==> src/hdl/p1tf_pkg.sv <==
// ----------------------------------------------------------------------------
// p1tf_pkg
// Shared types, constants and functions of the meter-port telegram framer.
// ----------------------------------------------------------------------------
package p1tf_pkg;

   localparam int MAX_LEN_DEFAULT = 2048;
   localparam logic [11:0] MAX_LENGTH_RESET = 12'd1500;
   localparam logic [15:0] CRC_POLY = 16'hA001;
   localparam logic [7:0] CHAR_SLASH = 8'h2F;
   localparam logic [7:0] CHAR_BANG = 8'h21;
   localparam logic [7:0] CHAR_CR = 8'h0D;
   localparam logic [7:0] CHAR_LF = 8'h0A;
   localparam int TAIL = 6;
   localparam logic [11:0] MIN_LENGTH = 12'd7;
   localparam logic [0:0] REG_MAX_LENGTH = 1'b0;

   typedef enum logic [1:0] {
      STATUS_GOOD     = 2'd0,
      STATUS_MISMATCH = 2'd1,
      STATUS_SHORT    = 2'd2,
      STATUS_OVERFLOW = 2'd3
   } status_type;

   typedef enum logic [1:0] {
      ACT_NONE  = 2'd0,
      ACT_CLOSE = 2'd1,
      ACT_ABORT = 2'd2
   } action_type;

   typedef struct packed {
      logic        feed_valid;
      logic [7:0]  feed_byte;
      action_type  action;
      logic [11:0] length;
      logic [31:0] digits;
   } cmd_type;

   typedef struct packed {
      status_type  status;
      logic [11:0] length;
      logic [15:0] crc;
   } rsp_type;

   function automatic logic [15:0] crc_byte(input logic [15:0] crc, input logic [7:0] b);
      logic [15:0] c;
      c = crc ^ {8'd0, b};
      for (int i = 0; i < 8; i++) begin
         if (c[0]) begin
            c = (c >> 1) ^ CRC_POLY;
         end else begin
            c = c >> 1;
         end
      end
      return c;
   endfunction

   function automatic logic [7:0] hex_digit(input logic [3:0] v);
      logic [7:0] d;
      if (v < 4'd10) begin
         d = 8'h30 + {4'd0, v};
      end else begin
         d = 8'h37 + {4'd0, v};
      end
      return d;
   endfunction

endpackage

==> src/hdl/p1tf_fifo.sv <==
// ----------------------------------------------------------------------------
// p1tf_fifo
// Small synchronous first-in first-out queue of packed words.
// ----------------------------------------------------------------------------
module p1tf_fifo #(
   parameter int WIDTH = 8,
   parameter int ADDR_BITS = 2
) (
   input  logic             clock,
   input  logic             reset,
   input  logic             push,
   input  logic [WIDTH-1:0] wdata,
   output logic             full,
   input  logic             pop,
   output logic [WIDTH-1:0] rdata,
   output logic             empty
);

   localparam int DEPTH = 1 << ADDR_BITS;

   logic [WIDTH-1:0] mem [DEPTH];
   logic [ADDR_BITS-1:0] wptr_ff, wptr_in, rptr_ff, rptr_in;
   logic [ADDR_BITS:0] count_ff, count_in;
   logic do_push, do_pop;

   assign full = (count_ff == (ADDR_BITS + 1)'(DEPTH));
   assign empty = (count_ff == '0);
   assign do_push = push && !full;
   assign do_pop = pop && !empty;
   assign rdata = mem[rptr_ff];

   always_comb begin
      wptr_in = do_push ? wptr_ff + 1'b1 : wptr_ff;
      rptr_in = do_pop ? rptr_ff + 1'b1 : rptr_ff;
      count_in = count_ff;
      if (do_push && !do_pop) begin
         count_in = count_ff + 1'b1;
      end else if (do_pop && !do_push) begin
         count_in = count_ff - 1'b1;
      end
   end

   always_ff @(posedge clock) begin
      if (do_push) begin
         mem[wptr_ff] <= wdata;
      end
   end

   always_ff @(posedge clock) begin
      if (reset) begin
         wptr_ff <= '0;
         rptr_ff <= '0;
         count_ff <= '0;
      end else begin
         wptr_ff <= wptr_in;
         rptr_ff <= rptr_in;
         count_ff <= count_in;
      end
   end

endmodule

==> src/hdl/p1tf_front.sv <==
// ----------------------------------------------------------------------------
// p1tf_front
// Framing state, byte count and six-byte delay line; issues CRC, close and
// abort commands to the back end.
// ----------------------------------------------------------------------------
module p1tf_front #(
   parameter int MAX_LEN = p1tf_pkg::MAX_LEN_DEFAULT
) (
   input  logic               clock,
   input  logic               reset,
   input  logic               accept,
   input  logic [7:0]         rx_byte,
   input  logic [11:0]        max_length,
   output logic               cmd_push,
   output p1tf_pkg::cmd_type  cmd
);

   typedef enum logic [1:0] {
      PH_IDLE = 2'd0,
      PH_DATA = 2'd1,
      PH_END  = 2'd2
   } phase_type;

   localparam logic [12:0] LEN_CAP = (MAX_LEN > 4095) ? 13'd4095 : 13'(MAX_LEN);

   phase_type phase_ff, phase_in;
   logic [11:0] count_ff, count_in;
   logic [7:0] recent_ff [p1tf_pkg::TAIL];
   logic [7:0] recent_in [p1tf_pkg::TAIL];
   logic [12:0] limit;
   logic [12:0] count_next;

   always_comb begin
      limit = ({1'b0, max_length} > LEN_CAP) ? LEN_CAP : {1'b0, max_length};
      count_next = {1'b0, count_ff} + 13'd1;
      phase_in = phase_ff;
      count_in = count_ff;
      recent_in = recent_ff;
      cmd_push = 1'b0;
      cmd.feed_valid = 1'b0;
      cmd.feed_byte = recent_ff[p1tf_pkg::TAIL-1];
      cmd.action = p1tf_pkg::ACT_NONE;
      cmd.length = count_ff;
      cmd.digits = {recent_ff[4], recent_ff[3], recent_ff[2], recent_ff[1]};
      if (accept) begin
         case (phase_ff)
            PH_DATA, PH_END: begin
               if (count_next > limit) begin
                  cmd_push = 1'b1;
                  cmd.action = p1tf_pkg::ACT_ABORT;
                  phase_in = PH_IDLE;
                  count_in = '0;
                  for (int i = 0; i < p1tf_pkg::TAIL; i++) recent_in[i] = '0;
               end else begin
                  cmd.feed_valid = (count_ff >= 12'(p1tf_pkg::TAIL));
                  for (int i = p1tf_pkg::TAIL - 1; i > 0; i--) recent_in[i] = recent_ff[i-1];
                  recent_in[0] = rx_byte;
                  count_in = count_next[11:0];
                  if (phase_ff == PH_DATA) begin
                     if (rx_byte == p1tf_pkg::CHAR_BANG) begin
                        phase_in = PH_END;
                     end
                  end else if (recent_ff[0] == p1tf_pkg::CHAR_CR &&
                               rx_byte == p1tf_pkg::CHAR_LF) begin
                     cmd.action = p1tf_pkg::ACT_CLOSE;
                     cmd.length = count_next[11:0];
                     phase_in = PH_IDLE;
                     count_in = '0;
                     for (int i = 0; i < p1tf_pkg::TAIL; i++) recent_in[i] = '0;
                  end
                  cmd_push = cmd.feed_valid || (cmd.action != p1tf_pkg::ACT_NONE);
               end
            end
            default: begin
               phase_in = PH_IDLE;
               if (rx_byte == p1tf_pkg::CHAR_SLASH) begin
                  if (limit == '0) begin
                     cmd_push = 1'b1;
                     cmd.action = p1tf_pkg::ACT_ABORT;
                     cmd.length = '0;
                  end else begin
                     for (int i = 1; i < p1tf_pkg::TAIL; i++) recent_in[i] = '0;
                     recent_in[0] = rx_byte;
                     count_in = 12'd1;
                     phase_in = PH_DATA;
                  end
               end
            end
         endcase
      end
   end

   always_ff @(posedge clock) begin
      if (reset) begin
         phase_ff <= PH_IDLE;
         count_ff <= '0;
         for (int i = 0; i < p1tf_pkg::TAIL; i++) recent_ff[i] <= '0;
      end else begin
         phase_ff <= phase_in;
         count_ff <= count_in;
         recent_ff <= recent_in;
      end
   end

endmodule

==> src/hdl/p1tf_back.sv <==
// ----------------------------------------------------------------------------
// p1tf_back
// Runs the CRC over the delayed bytes and builds the close and abort results.
// ----------------------------------------------------------------------------
module p1tf_back (
   input  logic               clock,
   input  logic               reset,
   input  logic               cmd_empty,
   input  p1tf_pkg::cmd_type  cmd,
   output logic               cmd_pop,
   input  logic               rsp_full,
   output logic               rsp_push,
   output p1tf_pkg::rsp_type  rsp
);

   logic [15:0] crc_ff, crc_in;
   logic [15:0] crc_next;
   logic match;

   always_comb begin
      crc_next = cmd.feed_valid ? p1tf_pkg::crc_byte(crc_ff, cmd.feed_byte) : crc_ff;
      match = cmd.digits == {p1tf_pkg::hex_digit(crc_next[15:12]),
                             p1tf_pkg::hex_digit(crc_next[11:8]),
                             p1tf_pkg::hex_digit(crc_next[7:4]),
                             p1tf_pkg::hex_digit(crc_next[3:0])};
      cmd_pop = !cmd_empty && (cmd.action == p1tf_pkg::ACT_NONE || !rsp_full);
      rsp_push = cmd_pop && (cmd.action != p1tf_pkg::ACT_NONE);
      rsp.length = cmd.length;
      rsp.crc = crc_next;
      if (cmd.action == p1tf_pkg::ACT_ABORT) begin
         rsp.status = p1tf_pkg::STATUS_OVERFLOW;
      end else if (cmd.length < p1tf_pkg::MIN_LENGTH) begin
         rsp.status = p1tf_pkg::STATUS_SHORT;
      end else if (match) begin
         rsp.status = p1tf_pkg::STATUS_GOOD;
      end else begin
         rsp.status = p1tf_pkg::STATUS_MISMATCH;
      end
      crc_in = crc_ff;
      if (cmd_pop) begin
         crc_in = rsp_push ? 16'd0 : crc_next;
      end
   end

   always_ff @(posedge clock) begin
      if (reset) begin
         crc_ff <= '0;
      end else begin
         crc_ff <= crc_in;
      end
   end

endmodule

==> src/hdl/p1_telegram_framer_crc_check.sv <==
// ----------------------------------------------------------------------------
// p1_telegram_framer_crc_check
// Frames meter-port telegrams from a byte stream and checks their CRC-16.
//
//   Channel   Direction  Handshake            Contents
//   req_      in         req_push / req_full  rx_byte
//   rsp_      out        rsp_empty / rsp_pop  status, telegram_length, crc
//   csr_      in/out     APB, pready high     max_telegram_length at 0x0
//
// One word is accepted per cycle while the command queue is not full; the front
// end, the command queue and the CRC step in the back end all run at one word per
// cycle. After the closing word a result passes the command queue, then the result queue.
// Reset clears the framer, the CRC and both queues and sets the limit to 1500.
// The input stalls only when the command queue fills behind a full result queue.
// ----------------------------------------------------------------------------
module p1_telegram_framer_crc_check #(
   parameter int MAX_LEN = p1tf_pkg::MAX_LEN_DEFAULT
) (
   input  logic        clock,
   input  logic        reset,
   input  logic        req_push,
   output logic        req_full,
   input  logic [7:0]  req_rx_byte,
   output logic        rsp_empty,
   input  logic        rsp_pop,
   output logic [1:0]  rsp_status,
   output logic [11:0] rsp_telegram_length,
   output logic [15:0] rsp_computed_crc,
   input  logic        csr_psel,
   input  logic        csr_penable,
   input  logic        csr_pwrite,
   input  logic [2:0]  csr_paddr,
   input  logic [31:0] csr_pwdata,
   output logic [31:0] csr_prdata,
   output logic        csr_pready
);

   logic [11:0] max_length_ff;
   logic reg_hit;
   logic accept;
   logic cmd_push, cmd_full, cmd_pop, cmd_empty;
   p1tf_pkg::cmd_type cmd_w, cmd_r;
   logic rsp_push, rsp_full;
   p1tf_pkg::rsp_type rsp_w, rsp_r;

   assign csr_pready = 1'b1;
   assign reg_hit = (csr_paddr[2] == p1tf_pkg::REG_MAX_LENGTH) && (csr_paddr[1:0] == 2'd0);
   assign csr_prdata = reg_hit ? {20'd0, max_length_ff} : 32'd0;

   always_ff @(posedge clock) begin
      if (reset) begin
         max_length_ff <= p1tf_pkg::MAX_LENGTH_RESET;
      end else if (csr_psel && csr_penable && csr_pwrite && reg_hit) begin
         max_length_ff <= csr_pwdata[11:0];
      end
   end

   assign req_full = cmd_full;
   assign accept = req_push && !cmd_full;

   p1tf_front #(.MAX_LEN(MAX_LEN)) u_front (
      .clock(clock),
      .reset(reset),
      .accept(accept),
      .rx_byte(req_rx_byte),
      .max_length(max_length_ff),
      .cmd_push(cmd_push),
      .cmd(cmd_w)
   );

   p1tf_fifo #(.WIDTH($bits(p1tf_pkg::cmd_type)), .ADDR_BITS(2)) u_cmd_q (
      .clock(clock),
      .reset(reset),
      .push(cmd_push),
      .wdata(cmd_w),
      .full(cmd_full),
      .pop(cmd_pop),
      .rdata(cmd_r),
      .empty(cmd_empty)
   );

   p1tf_back u_back (
      .clock(clock),
      .reset(reset),
      .cmd_empty(cmd_empty),
      .cmd(cmd_r),
      .cmd_pop(cmd_pop),
      .rsp_full(rsp_full),
      .rsp_push(rsp_push),
      .rsp(rsp_w)
   );

   p1tf_fifo #(.WIDTH($bits(p1tf_pkg::rsp_type)), .ADDR_BITS(1)) u_rsp_q (
      .clock(clock),
      .reset(reset),
      .push(rsp_push),
      .wdata(rsp_w),
      .full(rsp_full),
      .pop(rsp_pop),
      .rdata(rsp_r),
      .empty(rsp_empty)
   );

   assign rsp_status = rsp_r.status;
   assign rsp_telegram_length = rsp_r.length;
   assign rsp_computed_crc = rsp_r.crc;

endmodule
==> config.mk <==
export PLATFORM = sky130hd
export DESIGN_NAME = p1_telegram_framer_crc_check
export DESIGN_NICKNAME = d
export VERILOG_FILES = /design/src/hdl/p1tf_pkg.sv /design/src/hdl/p1tf_fifo.sv /design/src/hdl/p1tf_front.sv /design/src/hdl/p1tf_back.sv /design/src/hdl/p1_telegram_framer_crc_check.sv
export SDC_FILE = /design/constraint.sdc
export NUM_CORES = 1
export LEC_CHECK = 0
export BUFFER_PORTS_ARGS = -buffer_cell sky130_fd_sc_hd__buf_4
export CORE_AREA = 2 2 170 172
export DETAILED_ROUTE_END_ITERATION = 10
export DIE_AREA = 0 0 172 174
export GPL_ROUTABILITY_DRIVEN = 0
export PLACE_DENSITY = 0.81
export SETUP_SLACK_MARGIN = 0.15
export SYNTH_ARGS = -nofsm -noshare
export SYNTH_HDL_FRONTEND = slang
export SYNTH_SLANG_ARGS = --single-unit
==> constraint.sdc <==
create_clock -name clock -period 6.95 [get_ports clock]
set_input_delay 0.695 -clock clock [delete_from_list [all_inputs] [get_ports clock]]
set_output_delay 0.695 -clock clock [all_outputs]
set_load 0.01 [all_outputs]
==> flow_results.org <==
** Worst setup path
- Required time of the critical path :: 7.41 ns
- Worst-case reg-to-reg path depth :: 17
- Critical path data arrival time :: 5.40 ns
- Of all nets on the critical path, the largest fanout is 8.
- Type of the worst setup path :: reg2reg
- The worst setup path is captured at a flop.
- The worst setup path is launched from a flop.

** Clock network
- Max H-tree Level :: 2
- Buffers added to address setup during post-CTS repair amount to 0.
- Number of clock buffers inserted by TritonCTS :: 38
- After clock tree synthesis, the clock-pin slew on the worst setup and hold paths is ~0.060 ns.
- CTS Hold Buffers Added :: 0
- CTS-repair resized insts :: 0
- Clock root cell :: sky130_fd_sc_hd__clkbuf_16
- # clock sinks :: ~380
- TritonCTS built the clock tree.
- The clock passes through at most 3 buffers.
- Clock latency reported for the late side of the worst-skew pair :: approximately 0.54 ns

** STA
- Setup Total Neg Slack :: 0 ns
- For the pin with the worst max-slew slack, the measured transition is 1.186 ns.
- After layout, the worst path uses between 70% and 80% of the clock period.
- Worst clock skew :: roughly 0.021 ns
- Headroom to the max-slew limit came out at 20.91%.
- Hold violation total from the final report :: 0
- Derived from the worst setup path, the maximum achievable clock frequency is around 200 MHz.
- Setup repair after global routing left no endpoint under its margin.
- Worst slack on hold paths :: between 0.3 and 0.4 ns
- Final critical path time including I/O delays and setup :: between 4 and 5 ns
- Final count of negative-setup-slack endpoints :: 0
- The max-slew violation count was 0.

** Floorplanning
- Starting utilization of the core area :: 59.19%
- Boundary Pins :: 115
- The die covers ~0.03 mm².
- Site row count :: 62
- Core area :: 0.02824 mm²
- Horizontal die dimension :: approximately 170 µm
- Measured along the y axis, the die boundary spans 174 µm.

** Detailed routing
- Total DRC errors in the routed layout :: 0
- After the first detailed-routing iteration, the DRC count stood at around 1200.
- For this run, the detailed router's first-pass iteration total came to 5.
- In the routed layout, each cell is associated on average with a via count of about 6.2.
- Summed over all layers, the routed wires come to 35.18 mm.
- Detailed routing inserted a total of 10478 vias.
- Dividing the detail-routed wire length by the instance count gives 20.78 µm.
- In this run the remaining antenna-violating nets after routing total 0.

** Logic synthesis
- The average instance in the mapped netlist occupies ~14 µm².
- Sequential elements use between 60% and 70% of the synthesized area.
- In this run, synthesis produced a sequential element count of 384.
- Mapped cell area :: 0.01671 mm²
- Counting every instance in the synthesized netlist gives between 1000 and 1500.
- In the synthesized netlist the dominant register cell turns out to be sky130_fd_sc_hd__edfxtp_1.
- Counting flops with a built-in enable in the synthesized netlist gives 280.
- Number of unique standard cell types used by synthesis :: about 70
- Number of warnings reported in the yosys synthesis log :: 0
- Proportion of register bits with asynchronous set or reset after synthesis :: 0%

** Cells and area
- Leading cell type in the layout, fill and taps excluded :: sky130_fd_sc_hd__edfxtp_1
- Design Area, Final :: 0.01879 mm²
- Count of inserted antenna diode cells :: 0
- Final standard cell utilization of the core :: 66.56%
- Leaving out fill and tap cells, the most frequent cells in the layout are sky130_fd_sc_hd__edfxtp_1, sky130_fd_sc_hd__nor2_1, sky130_fd_sc_hd__dfxtp_1.
- Count of fill cells added during filler insertion :: about 1900
- Post-route insts no fill :: around 1700
- Relative area change from synthesis to final layout :: 12.45%
- Of the cells placed in the final design, the portion with a size suffix greater than 1 is about 19%.
- In the final design database the tool counted roughly 1400 nets.

** GRT
- Global-route wire length before repair :: around 56 mm
- Overall track demand over capacity in global routing :: 23.87%
- Initial antenna violation count :: 0
- The via count of the first global-routing pass is ~10000.
- Total congestion overflow after global routing :: 0
- Entering global routing, the biggest net connects just under 80 pins.

** Place
- HPWL Detailed :: between 20 and 25 mm
- In this run, placement finished with an instance count of 1623.
- DP Area :: roughly 0.017 mm²
- Count of input and output buffers :: between 70 and 80

** Run status
- The flow ran to the end, and the final reports show no timing, DRC or antenna violations.

** Worst hold path
- Along the worst hold path, the cell count comes to 2.
- Class of the tightest hold or removal check :: in2reg

** Power
- Leakage power :: about 6.4 nW
- Worst IR Drop VDD :: approximately 0.21 mV
- Power spread over the standard cell area amounts to ~370 mW/mm².

** Run
- Count of max-cap constraint violations :: 0
-- cells in the mapped netlist (all sizes together), types with 5 or more instances --
| cell type | n | share of area (%) |
|---|---|---|
| a211o | 8 | 0.42 |
| a21o | 5 | 0.22 |
| a21oi | 28 | 0.86 |
| a22o | 9 | 0.47 |
| a22oi | 11 | 0.49 |
| a31oi | 12 | 0.45 |
| a32oi | 47 | 2.5 |
| and2 | 20 | 0.75 |
| buf | 40 | 1.5 |
| clkbuf | 53 | 1.2 |
| dfxtp | 104 | 12 |
| edfxtp | 280 | 50 |
| ha | 25 | 1.9 |
| inv | 24 | 0.54 |
| mux2 | 33 | 2.2 |
| mux2i | 21 | 1.3 |
| mux4 | 47 | 6.4 |
| nand2 | 65 | 1.5 |
| nand2b | 12 | 0.45 |
| nand3 | 23 | 0.69 |
| nand3b | 8 | 0.36 |
| nand4 | 21 | 0.79 |
| nor2 | 112 | 2.5 |
| nor2b | 21 | 0.80 |
| nor3 | 31 | 0.93 |
| nor3b | 6 | 0.27 |
| nor4 | 16 | 0.60 |
| o211ai | 9 | 0.40 |
| o21a | 7 | 0.31 |
| o21ai | 26 | 0.80 |
| or2 | 6 | 0.22 |
| xnor2 | 34 | 2.2 |
| xor2 | 16 | 0.84 |
-- critical path, cell delays in order (launching register included) --
cell and delay [ns]:
sky130_fd_sc_hd__dfxtp_1 0.47, sky130_fd_sc_hd__ha_1 0.35, sky130_fd_sc_hd__and3_1 0.22, sky130_fd_sc_hd__nand3_1 0.26
sky130_fd_sc_hd__nor2_1 0.22, sky130_fd_sc_hd__nor2b_1 0.07, sky130_fd_sc_hd__or2_2 0.32, sky130_fd_sc_hd__ha_1 0.31
sky130_fd_sc_hd__o21a_1 0.11, sky130_fd_sc_hd__o21ai_0 0.10, sky130_fd_sc_hd__a221o_2 0.42, sky130_fd_sc_hd__a21oi_1 0.57
sky130_fd_sc_hd__ha_1 0.32, sky130_fd_sc_hd__inv_1 0.08, sky130_fd_sc_hd__fa_1 0.41, sky130_fd_sc_hd__xor2_1 0.20
sky130_fd_sc_hd__or3_1 0.31, sky130_fd_sc_hd__a21oi_1 0.14
-- flip-flops by register name, indices dropped and copies added, names as in the netlist, named ones only --
name,count
u_front.count_ff,12
u_cmd_q.mem,220
u_rsp_q.mem,60
u_front.recent_ff,8
u_back.crc_ff,16
u_front.cmd,40
u_cmd_q.count_ff,3
u_rsp_q.rptr_ff,1
max_length_ff,12
u_rsp_q.count_ff,2
u_rsp_q.wptr_ff,1
u_front.phase_ff,2
u_cmd_q.rptr_ff,2
u_cmd_q.wptr_ff,2
-- final cells by class --
class	count	area (µm²)	area share [%]
Sequential cell	384	10500	55.84
Multi-Input combinational cell	745	5788	30.80
Clock buffer	51	1050	5.586
Timing Repair Buffer	85	638.1	3.395
Tap cell	384	480.5	2.556
Clock inverter	19	249.0	1.325
Inverter	25	93.84	0.4993
-- routing by layer --
metal	wire length (µm)	GRT usage [%]	share of wire, %	vias to the layer above
met5	0	0	0	-
met4	741	7.318	2.1	0
met3	2554	3.643	7.3	54
met2	17100	38.45	49	490
met1	14780	33.88	42	5177
li1	-	-	-	4757
-- logic make-up after synthesis --
family                     synth area share [%]
AOI/OAI and AO/OA                         8.152
adders and majority gates                 1.991
muxes                                     9.837
and+or+nand+nor                           10.67
buffers and inverters                     3.212
xor gates and xnor gates                  3.331
DFF                                       62.76
other                                   0.04493
-- per-stage QoR --
step                      setup slack, ns  power (mW)
after floorplan                     1.980       4.273
after global placement              2.250       4.763
after detailed placement            2.163       4.817
after CTS                           2.042       6.928
after global routing                1.588       7.224
final                               2.006       6.911
-- final timing paths --
| check | to | slack (ns) | startpoint |
|---|---|---|---|
| setup / recovery | u_cmd_q.count_ff[2] | 2.01 | u_front.count_ff[1] |
| setup reg to reg | u_cmd_q.count_ff[2] | 2.01 | u_front.count_ff[1] |
| hold / removal | max_length_ff[7] | 0.36 | csr_pwdata[7] |
| hold reg to reg | u_front.phase_ff[0] | 0.50 | u_front.phase_ff[0] |
-- power by group --
group          switching, mW  leakage [nW]  internal, mW
sequential             0.127          3.34          2.65
clock                  0.855         0.630          1.26
combinational           1.08          2.48         0.941
total                   2.06          6.45          4.85
No activity file was read; power rests on OpenSTA's default activity.
